<file path="src/rtl/trp_pkg.sv">
// Package of the tank refill pump sequencer: item types, codes and constants.
// Depends on nothing; imported by every module of the block.
package trp_pkg;

    localparam int TIMER_BITS = 16;
    localparam int CFG_W      = 16;
    localparam int CFG_IDX_W  = 2;

    localparam logic [CFG_IDX_W-1:0] CFG_IDX_PUMP_ON  = 2'd0;
    localparam logic [CFG_IDX_W-1:0] CFG_IDX_PUMP_OFF = 2'd1;
    localparam logic [CFG_IDX_W-1:0] CFG_IDX_QUALIFY  = 2'd2;

    localparam logic [CFG_W-1:0] PUMP_ON_RESET  = 16'd6000;
    localparam logic [CFG_W-1:0] PUMP_OFF_RESET = 16'd30000;
    localparam logic [CFG_W-1:0] QUALIFY_RESET  = 16'd1000;

    localparam logic [1:0] PH_IDLE  = 2'd0;
    localparam logic [1:0] PH_PUMP  = 2'd1;
    localparam logic [1:0] PH_PAUSE = 2'd2;

    typedef struct packed {
        logic not_empty_switch;
        logic full_switch;
        logic voltage_ok;
        logic tank_enable;
    } t_in_item;

    typedef struct packed {
        logic       circulate;
        logic       replenish;
        logic [1:0] phase;
    } t_out_item;

    typedef struct packed {
        logic full_on;
        logic full_off;
    } t_full_flags;

    // Limits a register value to what a timer counter can hold.
    function automatic logic [TIMER_BITS-1:0] clip_preset(input logic [CFG_W-1:0] p);
        logic [32:0] wide;
        logic [32:0] lim;
        wide = 33'(p);
        lim  = (33'(1) << TIMER_BITS) - 33'd1;
        return (wide > lim) ? lim[TIMER_BITS-1:0] : wide[TIMER_BITS-1:0];
    endfunction

endpackage

</file>
<file path="src/rtl/tank_refill_pump_sequencer_core.sv">
// Top level of the tank refill pump sequencer: configuration registers and result register.
// Depends on trp_pkg, trp_full_filter and trp_seq.
//
// Usage: every input item is one 10 ms tick with the level switches, the
// voltage status and the enable bit. An item is taken when i_in_valid is high
// and o_in_stall is low; its result item appears on o_out_data with
// o_out_valid in the next cycle and leaves when i_out_stall is low.
// One item per cycle unless o_in_stall is high: the filters, the pump timer and the phase
// logic all update in the cycle of acceptance, in front of the result register.
// When the receiver stalls, the held result stays put and o_in_stall rises only
// while that result still waits, so no item is lost.
// The configuration port takes a write in every cycle (o_cfg_ready is always
// high); index 0 sets the pump run time, 1 the pause time, 2 the qualify time,
// and other indexes are ignored. Write it only while no item is in flight.
// Synchronous reset clears the timers and the phase to idle, loads the default
// register values and empties the result register.
module tank_refill_pump_sequencer_core
    import trp_pkg::*;
(
    input  logic                 i_clk,
    input  logic                 i_rst_n,
    input  logic                 i_in_valid,
    output logic                 o_in_stall,
    input  t_in_item             i_in_data,
    output logic                 o_out_valid,
    input  logic                 i_out_stall,
    output t_out_item            o_out_data,
    input  logic                 i_cfg_valid,
    output logic                 o_cfg_ready,
    input  logic [CFG_IDX_W-1:0] i_cfg_index,
    input  logic [CFG_W-1:0]     i_cfg_data
);

    logic [CFG_W-1:0] r_pump_on, r_pump_off, r_qualify;
    logic             r_out_valid;
    t_out_item        r_out_data, n_out_data;
    logic             w_accept;
    logic             w_ok;
    t_full_flags      w_flags;
    logic [1:0]       w_phase;

    assign o_cfg_ready = 1'b1;
    assign o_in_stall  = r_out_valid && i_out_stall;
    assign w_accept    = i_in_valid && !o_in_stall;
    assign w_ok        = i_in_data.voltage_ok && i_in_data.tank_enable;

    always_ff @(posedge i_clk) begin
        if (!i_rst_n) begin
            r_pump_on  <= PUMP_ON_RESET;
            r_pump_off <= PUMP_OFF_RESET;
            r_qualify  <= QUALIFY_RESET;
        end else if (i_cfg_valid && o_cfg_ready) begin
            case (i_cfg_index)
                CFG_IDX_PUMP_ON:  r_pump_on  <= i_cfg_data;
                CFG_IDX_PUMP_OFF: r_pump_off <= i_cfg_data;
                CFG_IDX_QUALIFY:  r_qualify  <= i_cfg_data;
                default: ;
            endcase
        end
    end

    trp_full_filter u_filter (
        .i_clk    (i_clk),
        .i_rst_n  (i_rst_n),
        .i_tick   (w_accept),
        .i_full   (i_in_data.full_switch),
        .i_preset (clip_preset(r_qualify)),
        .o_flags  (w_flags)
    );

    trp_seq u_seq (
        .i_clk        (i_clk),
        .i_rst_n      (i_rst_n),
        .i_tick       (w_accept),
        .i_ok         (w_ok),
        .i_flags      (w_flags),
        .i_on_preset  (clip_preset(r_pump_on)),
        .i_off_preset (clip_preset(r_pump_off)),
        .o_phase      (w_phase)
    );

    always_comb begin
        n_out_data.circulate = i_in_data.not_empty_switch && w_ok;
        n_out_data.replenish = (w_phase == PH_PUMP);
        n_out_data.phase     = w_phase;
    end

    always_ff @(posedge i_clk) begin
        if (!i_rst_n) begin
            r_out_valid <= 1'b0;
        end else if (w_accept) begin
            r_out_valid <= 1'b1;
        end else if (!i_out_stall) begin
            r_out_valid <= 1'b0;
        end
    end

    always_ff @(posedge i_clk) begin
        if (w_accept) begin
            r_out_data <= n_out_data;
        end
    end

    assign o_out_valid = r_out_valid;
    assign o_out_data  = r_out_data;

endmodule

</file>
<file path="src/rtl/trp_full_filter.sv">
// On-delay and off-delay filters of the full level switch.
// Depends on trp_pkg for the timer width and the flag struct.
module trp_full_filter
    import trp_pkg::*;
(
    input  logic                  i_clk,
    input  logic                  i_rst_n,
    input  logic                  i_tick,
    input  logic                  i_full,
    input  logic [TIMER_BITS-1:0] i_preset,
    output t_full_flags           o_flags
);

    logic [TIMER_BITS-1:0] r_on_count, n_on_count;
    logic [TIMER_BITS-1:0] r_off_count, n_off_count;
    logic                  r_full_seen, n_full_seen;

    always_comb begin
        // On-delay: counts while full, clears when not full.
        if (!i_full) begin
            n_on_count = '0;
        end else if (r_on_count < i_preset) begin
            n_on_count = r_on_count + TIMER_BITS'(1);
        end else begin
            n_on_count = r_on_count;
        end

        // Off-delay: output follows a high input at once and drops late.
        n_off_count = r_off_count;
        n_full_seen = r_full_seen;
        if (i_full) begin
            n_full_seen = 1'b1;
            n_off_count = '0;
        end else if (r_full_seen) begin
            if (r_off_count < i_preset) begin
                n_off_count = r_off_count + TIMER_BITS'(1);
            end
            if (n_off_count >= i_preset) begin
                n_full_seen = 1'b0;
            end
        end

        o_flags.full_on  = i_full && (n_on_count >= i_preset);
        o_flags.full_off = n_full_seen;
    end

    always_ff @(posedge i_clk) begin
        if (!i_rst_n) begin
            r_on_count  <= '0;
            r_off_count <= '0;
            r_full_seen <= 1'b0;
        end else if (i_tick) begin
            r_on_count  <= n_on_count;
            r_off_count <= n_off_count;
            r_full_seen <= n_full_seen;
        end
    end

endmodule

</file>
<file path="src/rtl/trp_seq.sv">
// Refill sequencer: pump timer and idle, pumping and pause phases.
// Depends on trp_pkg for phase codes, the timer width and the flag struct.
module trp_seq
    import trp_pkg::*;
(
    input  logic                  i_clk,
    input  logic                  i_rst_n,
    input  logic                  i_tick,
    input  logic                  i_ok,
    input  t_full_flags           i_flags,
    input  logic [TIMER_BITS-1:0] i_on_preset,
    input  logic [TIMER_BITS-1:0] i_off_preset,
    output logic [1:0]            o_phase
);

    logic [1:0]            r_phase, n_phase;
    logic                  r_run, n_run;
    logic                  r_use_off, n_use_off;
    logic [TIMER_BITS-1:0] r_count, n_count;
    logic [TIMER_BITS-1:0] w_preset;
    logic                  w_done;

    always_comb begin
        // The timer runs on the run bit left by the previous item.
        w_preset = r_use_off ? i_off_preset : i_on_preset;
        if (!r_run) begin
            n_count = '0;
        end else if (r_count < w_preset) begin
            n_count = r_count + TIMER_BITS'(1);
        end else begin
            n_count = r_count;
        end
        w_done = r_run && (n_count >= w_preset);

        n_phase   = i_ok ? r_phase : PH_IDLE;
        n_run     = i_ok && r_run;
        n_use_off = r_use_off;

        case (n_phase)
            PH_PUMP: begin
                if (w_done) begin
                    n_run   = 1'b0;
                    n_phase = PH_PAUSE;
                end else if (i_flags.full_on) begin
                    n_run   = 1'b0;
                    n_phase = PH_IDLE;
                end
            end
            PH_PAUSE: begin
                if (w_done) begin
                    n_run   = 1'b0;
                    n_phase = PH_IDLE;
                end else begin
                    n_run     = 1'b1;
                    n_use_off = 1'b1;
                end
            end
            default: begin
                n_phase = PH_IDLE;
                if (i_ok && !i_flags.full_off) begin
                    n_run     = 1'b1;
                    n_use_off = 1'b0;
                    n_phase   = PH_PUMP;
                end
            end
        endcase

        o_phase = n_phase;
    end

    always_ff @(posedge i_clk) begin
        if (!i_rst_n) begin
            r_phase   <= PH_IDLE;
            r_run     <= 1'b0;
            r_use_off <= 1'b0;
            r_count   <= '0;
        end else if (i_tick) begin
            r_phase   <= n_phase;
            r_run     <= n_run;
            r_use_off <= n_use_off;
            r_count   <= n_count;
        end
    end

endmodule

</file>
<file path="config.mk">
export PLATFORM = sky130hd
export DESIGN_NAME = tank_refill_pump_sequencer_core
export DESIGN_NICKNAME = d
export VERILOG_FILES = /design/src/rtl/trp_pkg.sv /design/src/rtl/tank_refill_pump_sequencer_core.sv /design/src/rtl/trp_full_filter.sv /design/src/rtl/trp_seq.sv
export SDC_FILE = /design/constraint.sdc
export NUM_CORES = 1
export LEC_CHECK = 0
export ABC_CLOCK_PERIOD_IN_PS = 4600
export BUFFER_PORTS_ARGS = -buffer_cell sky130_fd_sc_hd__buf_2
export CAP_MARGIN = 20
export CORE_MARGIN = 5
export CORE_UTILIZATION = 55
export CTS_CLUSTER_DIAMETER = 100
export DETAILED_ROUTE_END_ITERATION = 10
export GPL_TIMING_DRIVEN = 1
export PLACE_DENSITY = 0.75
export SLEW_MARGIN = 10
export SYNTH_ARGS = -nofsm -noshare
export SYNTH_HDL_FRONTEND = slang
export SYNTH_HIERARCHICAL = 1
export SYNTH_SLANG_ARGS = --single-unit
</file>
<file path="constraint.sdc">
create_clock -name i_clk -period 4.6 [get_ports i_clk]
set_input_delay 0.46 -clock i_clk [delete_from_list [all_inputs] [get_ports i_clk]]
set_output_delay 0.46 -clock i_clk [all_outputs]
set_load 0.1 [all_outputs]
</file>
Word level (Yosys, flattened, before mapping) --
Index checks and enable logic that the tools add are counted.
Storage, ports and cells: word-level logic and storage cells 78, register bits after elaboration 106, bits of input ports 27
Operators by class: bitwise gates (word level) 1, equal/unequal tests 7, reductions and logical operators 18, multiplexer cells 29, $lt $le $gt $ge 6, add/sub/neg operators 3
Operator list (number):
- $mux 16 | 10
- $add 16x1->16 const B | 3
- $ge 16x16->1 | 3
- $lt 16x16->1 | 3
- $mux 1 | 12
- $logic_and 1x1->1 | 8
- $mux 2 | 4
- $reduce_and 2->1 | 4
- $eq 2x1->1 const B | 3
- $eq 2x2->1 const B | 2
- $pmux 1 s2 | 2
- $pmux 2 s2 | 1
- $reduce_and 4->1 | 1
- $reduce_bool 2->1 | 2
- $logic_not 1->1 | 2
- $logic_not 2->1 | 1
- $ne 2x1->1 const B | 1
- $ne 2x2->1 const B | 1
- $not 1->1 | 1

Longest topological paths before layout --
depth after elaboration 13, depth in mapped cells 23

By module --
The synthesis kept the hierarchy.
By module, submodules not included:
- trp_full_filter | instances 1, seq. area each 660.6 sq um, area an instance 3773.6 sq um, cells each 489
- trp_seq | instances 1, seq. area each 400.4 sq um, area an instance 2437.3 sq um, cells each 304
- tank_refill_pump_sequencer_core | instances 1, seq. area each 1101.1 sq um, area an instance 2092.0 sq um, cells each 200

Least setup slack after synthesis --
Ideal clock, no wire load.
path kind register -> register, start reg u_seq.r_use_off, end reg r_out_data, in the netlist o_out_data[2], data pin, data required time 4344 ps, slack 48 ps, setup time 256 ps, data arrival time 4296 ps, cell stages (with the launch flop) 20, cells stage by stage dfxtp_1 > buf_6 > clkbuf_1 > mux2i_1 > ha_1 > a21oi_1 > o21ai_0 > o311ai_2 > nand2_1 > buf_2 > xnor2_1 > nand2_1 > ha_1 > nand2b_1 > a2111oi_0 > a2111oi_1 > o41a_1 > o22ai_1 > nor2b_1 > nor2b_1
RTL lines:
- start, declared | line trp_seq.sv:18 | logic r_use_off, n_use_off;
- start signal, assigned | line trp_seq.sv:80 | r_use_off <= n_use_off;
- end signal, assigned | line tank_refill_pump_sequencer_core.sv:100 | r_out_data <= n_out_data;
- end, declared | line tank_refill_pump_sequencer_core.sv:36 | t_out_item r_out_data, n_out_data;

==> reports/results.txt <==
routed len/inst: 18.3 um
f_max: 214 MHz
Crit. Startpoint: u_filter/r_on_count[13]$_SDFFE_PN0P_
ANT nets after route: 0
slowest stage delay, CP: 0.43 ns
Crit path max-delay family: compound AO/OA/AOI/OAI gates
Power per Cell Area: 203 mW/mm2
peak supply drop: 181 uV
Layout area overhead: 21.4%
routed vias/inst: 6.26
RR Startpoint: u_filter/r_on_count[13]$_SDFFE_PN0P_
first-pass GRT wire length: 35600 um
CP bufs+invs: 0
DRT Pass-1 Iters: 7
Worst Tran Pin Value: 1.01 ns
post-synthesis sequential area ratio: 26.0%
WS Path Type: register to register
vias in the first global route: 7260
Worst slew margin: 32.5%
CP required: 4.72 ns
placement-stage cell area: 0.00921 mm2
Synth area leader: dfxtp_1
Critical-path top delay cell: or4_4
Mapped Cells: 993
Worst path depth: 21
Fin Setup TNS: -0.0902 ns
Die H: 133 um
placer congestion estimate: 0.919
RSZ-0062 raised after global routing: yes
violated checks: setup timing
final worst slack: -0.0641 ns
commonest cells after routing, fill and taps aside: nand2_1, buf_4, dfxtp_1
initial antenna violation count: 0
largest net degree at the start of global routing: 62
# IOs: 34
clock buffer count from CTS: 9
core box area: 0.0150 mm2
total congestion overflow: 0
CTS clk-pin slew, worst paths: 0.09 ns
WHS: 0.317 ns
synth top area cells: dfxtp_1, ha_1, mux2i_1
insertion delay to the later sink of the worst-skew pair: 0.36 ns
CTS Hold Bufs: 0
Yosys cell types: 78
# setup viols final: 2
syn nets: 1118
Arr. time, crit path: 4.79 ns
# rows: 45
Detailed Route WL: 23600 um
Util after Layout: 67.3%
final max-slew violation count: 0
DRC: 0
Max FO, Critical Path: 5
htree depth: 3
DPL Wire Length: 16000 um
max cap viols: 0
post-layout min period: 4.66 ns
Startpoint Class: register
Design Area, Final: 0.0101 mm2
Starting Density: 55.4%
worst reg2reg path endpoint: o_out_data[2]$_DFFE_PP_
Worst R2R Path Depth: 21
Nets: 1220
CTS tree: built
synth warn: 6
final period utilization: 101%
syn_area_per_cell: 8.36 um2
Worst Hold Class: primary input to register
EDFF count, synth: 4
DIE AREA: 0.0177 mm2
kind of end point of the critical path: register
share of cells above drive strength 1: 23.0%
r2r setup slk: -0.06 ns
run status: finished with violations
GRT Total Usage: 24.2%
leakage power total: 4.47 nW
Critical Path, Cell by Cell: ha_4, a211oi_2, o221ai_2, a21o_1, a21o_4, or4_4, nand2b_4, ha_4, a21o_1, a31oi_1, o21ai_1, a2111o_1, a221oi_2, o31ai_1, nor2b_1, nor2b_2, nor2_1, nor4b_4, o22ai_2, nor2b_4, nor2b_1
port bufs: 32
ant diodes: 0
Synth Register Bits: 106
share of flip-flops with an asynchronous set or reset: 0%
CTS Root Cell: clkbuf_16
via count: 8062
Synth top area share: 24.6%
Post-Syn Area: 0.00830 mm2
Final Hold Vio Count: 0
Power Total: 0.00205 W
clock buffer depth: 2
clock sinks: 106
Layout Skew: 0.00947 ns
Critical Path End: o_out_data[2]$_DFFE_PP_
1st-iter DRT viols: 575
Die W: 133 um
Synth Flop Type: dfxtp_1
most common cell after layout, fill and taps aside: nand2_1
## layout make-up
| class | count | area [um2] |
|---|---|---|
| clock inverter | 7 | 88.8 |
| inverter | 40 | 150 |
| multi-input combinational | 789 | 6100 |
| fill | 1180 | 4900 |
| tap | 188 | 235 |
| sequential | 106 | 2170 |
| timing repair buffer | 149 | 1100 |
| clock buffer | 9 | 225 |
## cells by family after synthesis
family | share of synthesized area (%)
other | 0.0452
DFF | 26.0
and+or+nand+nor | 26.9
muxes | 7.67
xor gates and xnor gates | 2.95
buffers and inverters | 5.27
AOI/OAI and AO/OA | 16.4
adders and majority gates | 14.8
## routing by layer
| layer | wire length (um) | track usage, % |
|---|---|---|
| met1 | 10300 | 32.2 |
| met2 | 11300 | 39.8 |
| met3 | 1500 | 5.06 |
| met4 | 565 | 6.87 |
| met5 | 0 | 0 |
## how the worst min path moves through the flow
stage                                startpoint                          end  slack [ns]  cells past startpoint
finish                               i_in_valid     o_out_valid$_SDFFE_PN0P_        0.32                      2
global route                         i_in_valid     o_out_valid$_SDFFE_PN0P_        0.32                      2
CTS                                  i_in_valid     o_out_valid$_SDFFE_PN0P_        0.30                      2
detailed placement   r_pump_off[9]$_SDFFE_PN0P_   r_pump_off[9]$_SDFFE_PN0P_        0.45                      2
global placement    r_pump_off[11]$_SDFFE_PN0P_  r_pump_off[11]$_SDFFE_PN0P_        0.44                      2
floorplan            r_pump_off[0]$_SDFFE_PN0P_   r_pump_off[0]$_SDFFE_PN0P_        0.43                      2
## metrics by stage
step	worst slack (ns)	cells
detailed placement	-0.213	1255
finish	-0.0641	1288
global route	-0.187	1288
CTS	-0.0701	1271
floorplan	0.0476	993
global placement	-0.129	1255
## sequential cells by signal (all words and copies together), names as in the netlist
register,flops
u_filter/r_on_count,16
r_qualify,16
r_pump_off,16
u_seq/r_phase,2
r_pump_on,16
u_filter/r_off_count,16
u_seq/r_run,1
o_out_valid,1
u_seq/r_use_off,1
u_seq/r_count,16
o_out_data,4
u_filter/r_full_seen,1
## worst register-to-register path: cells and delay by family, from the launching register on
family,cells,cell delay (ns)
adder cells (fa/ha/maj),2,0.44
AO/OA/AOI/OAI,11,2.26
AND/OR/NAND/NOR,8,1.28
flip-flops,1,0.42
## what timing repair did
action / in CTS / in global routing
cloned: 0 / 2
pin swaps: 3 / 26
buffers inserted: 0 / 15
resized for setup: 10 / 74
endpoints found under the setup margin: 7 / 7
## power by group
group	total (W)	switching, W	internal [W]
Clock	0.000813	0.000421	0.000392
Sequential	0.000961	0.0000168	0.000944
Combinational	0.000277	0.000175	0.000102
Total	0.00205	0.000612	0.00144
## synth_stat cells, drive strengths merged, types with 3 or more instances
library cell	instances
a2111oi	4
clkbuf	39
and4	5
or2	3
nor3	9
o2111ai	3
o211ai	27
nand2	120
a21oi	35
nand4	26
o211a	3
mux2i	61
o31a	10
ha	98
and2	16
a221oi	3
buf	20
o21a	3
dfxtp	102
and3	18
a31oi	23
o21ai	23
xor2	13
nor2b	41
nand3	42
a31o	4
o31ai	4
a211oi	12
nor2	46
nand2b	16
or3	6
o311ai	3
edfxtp	4
nor4	10
nand3b	6
inv	40
or4	28
nand4b	8
a21o	17
xnor2	15
(Power assumes the default switching activity.)
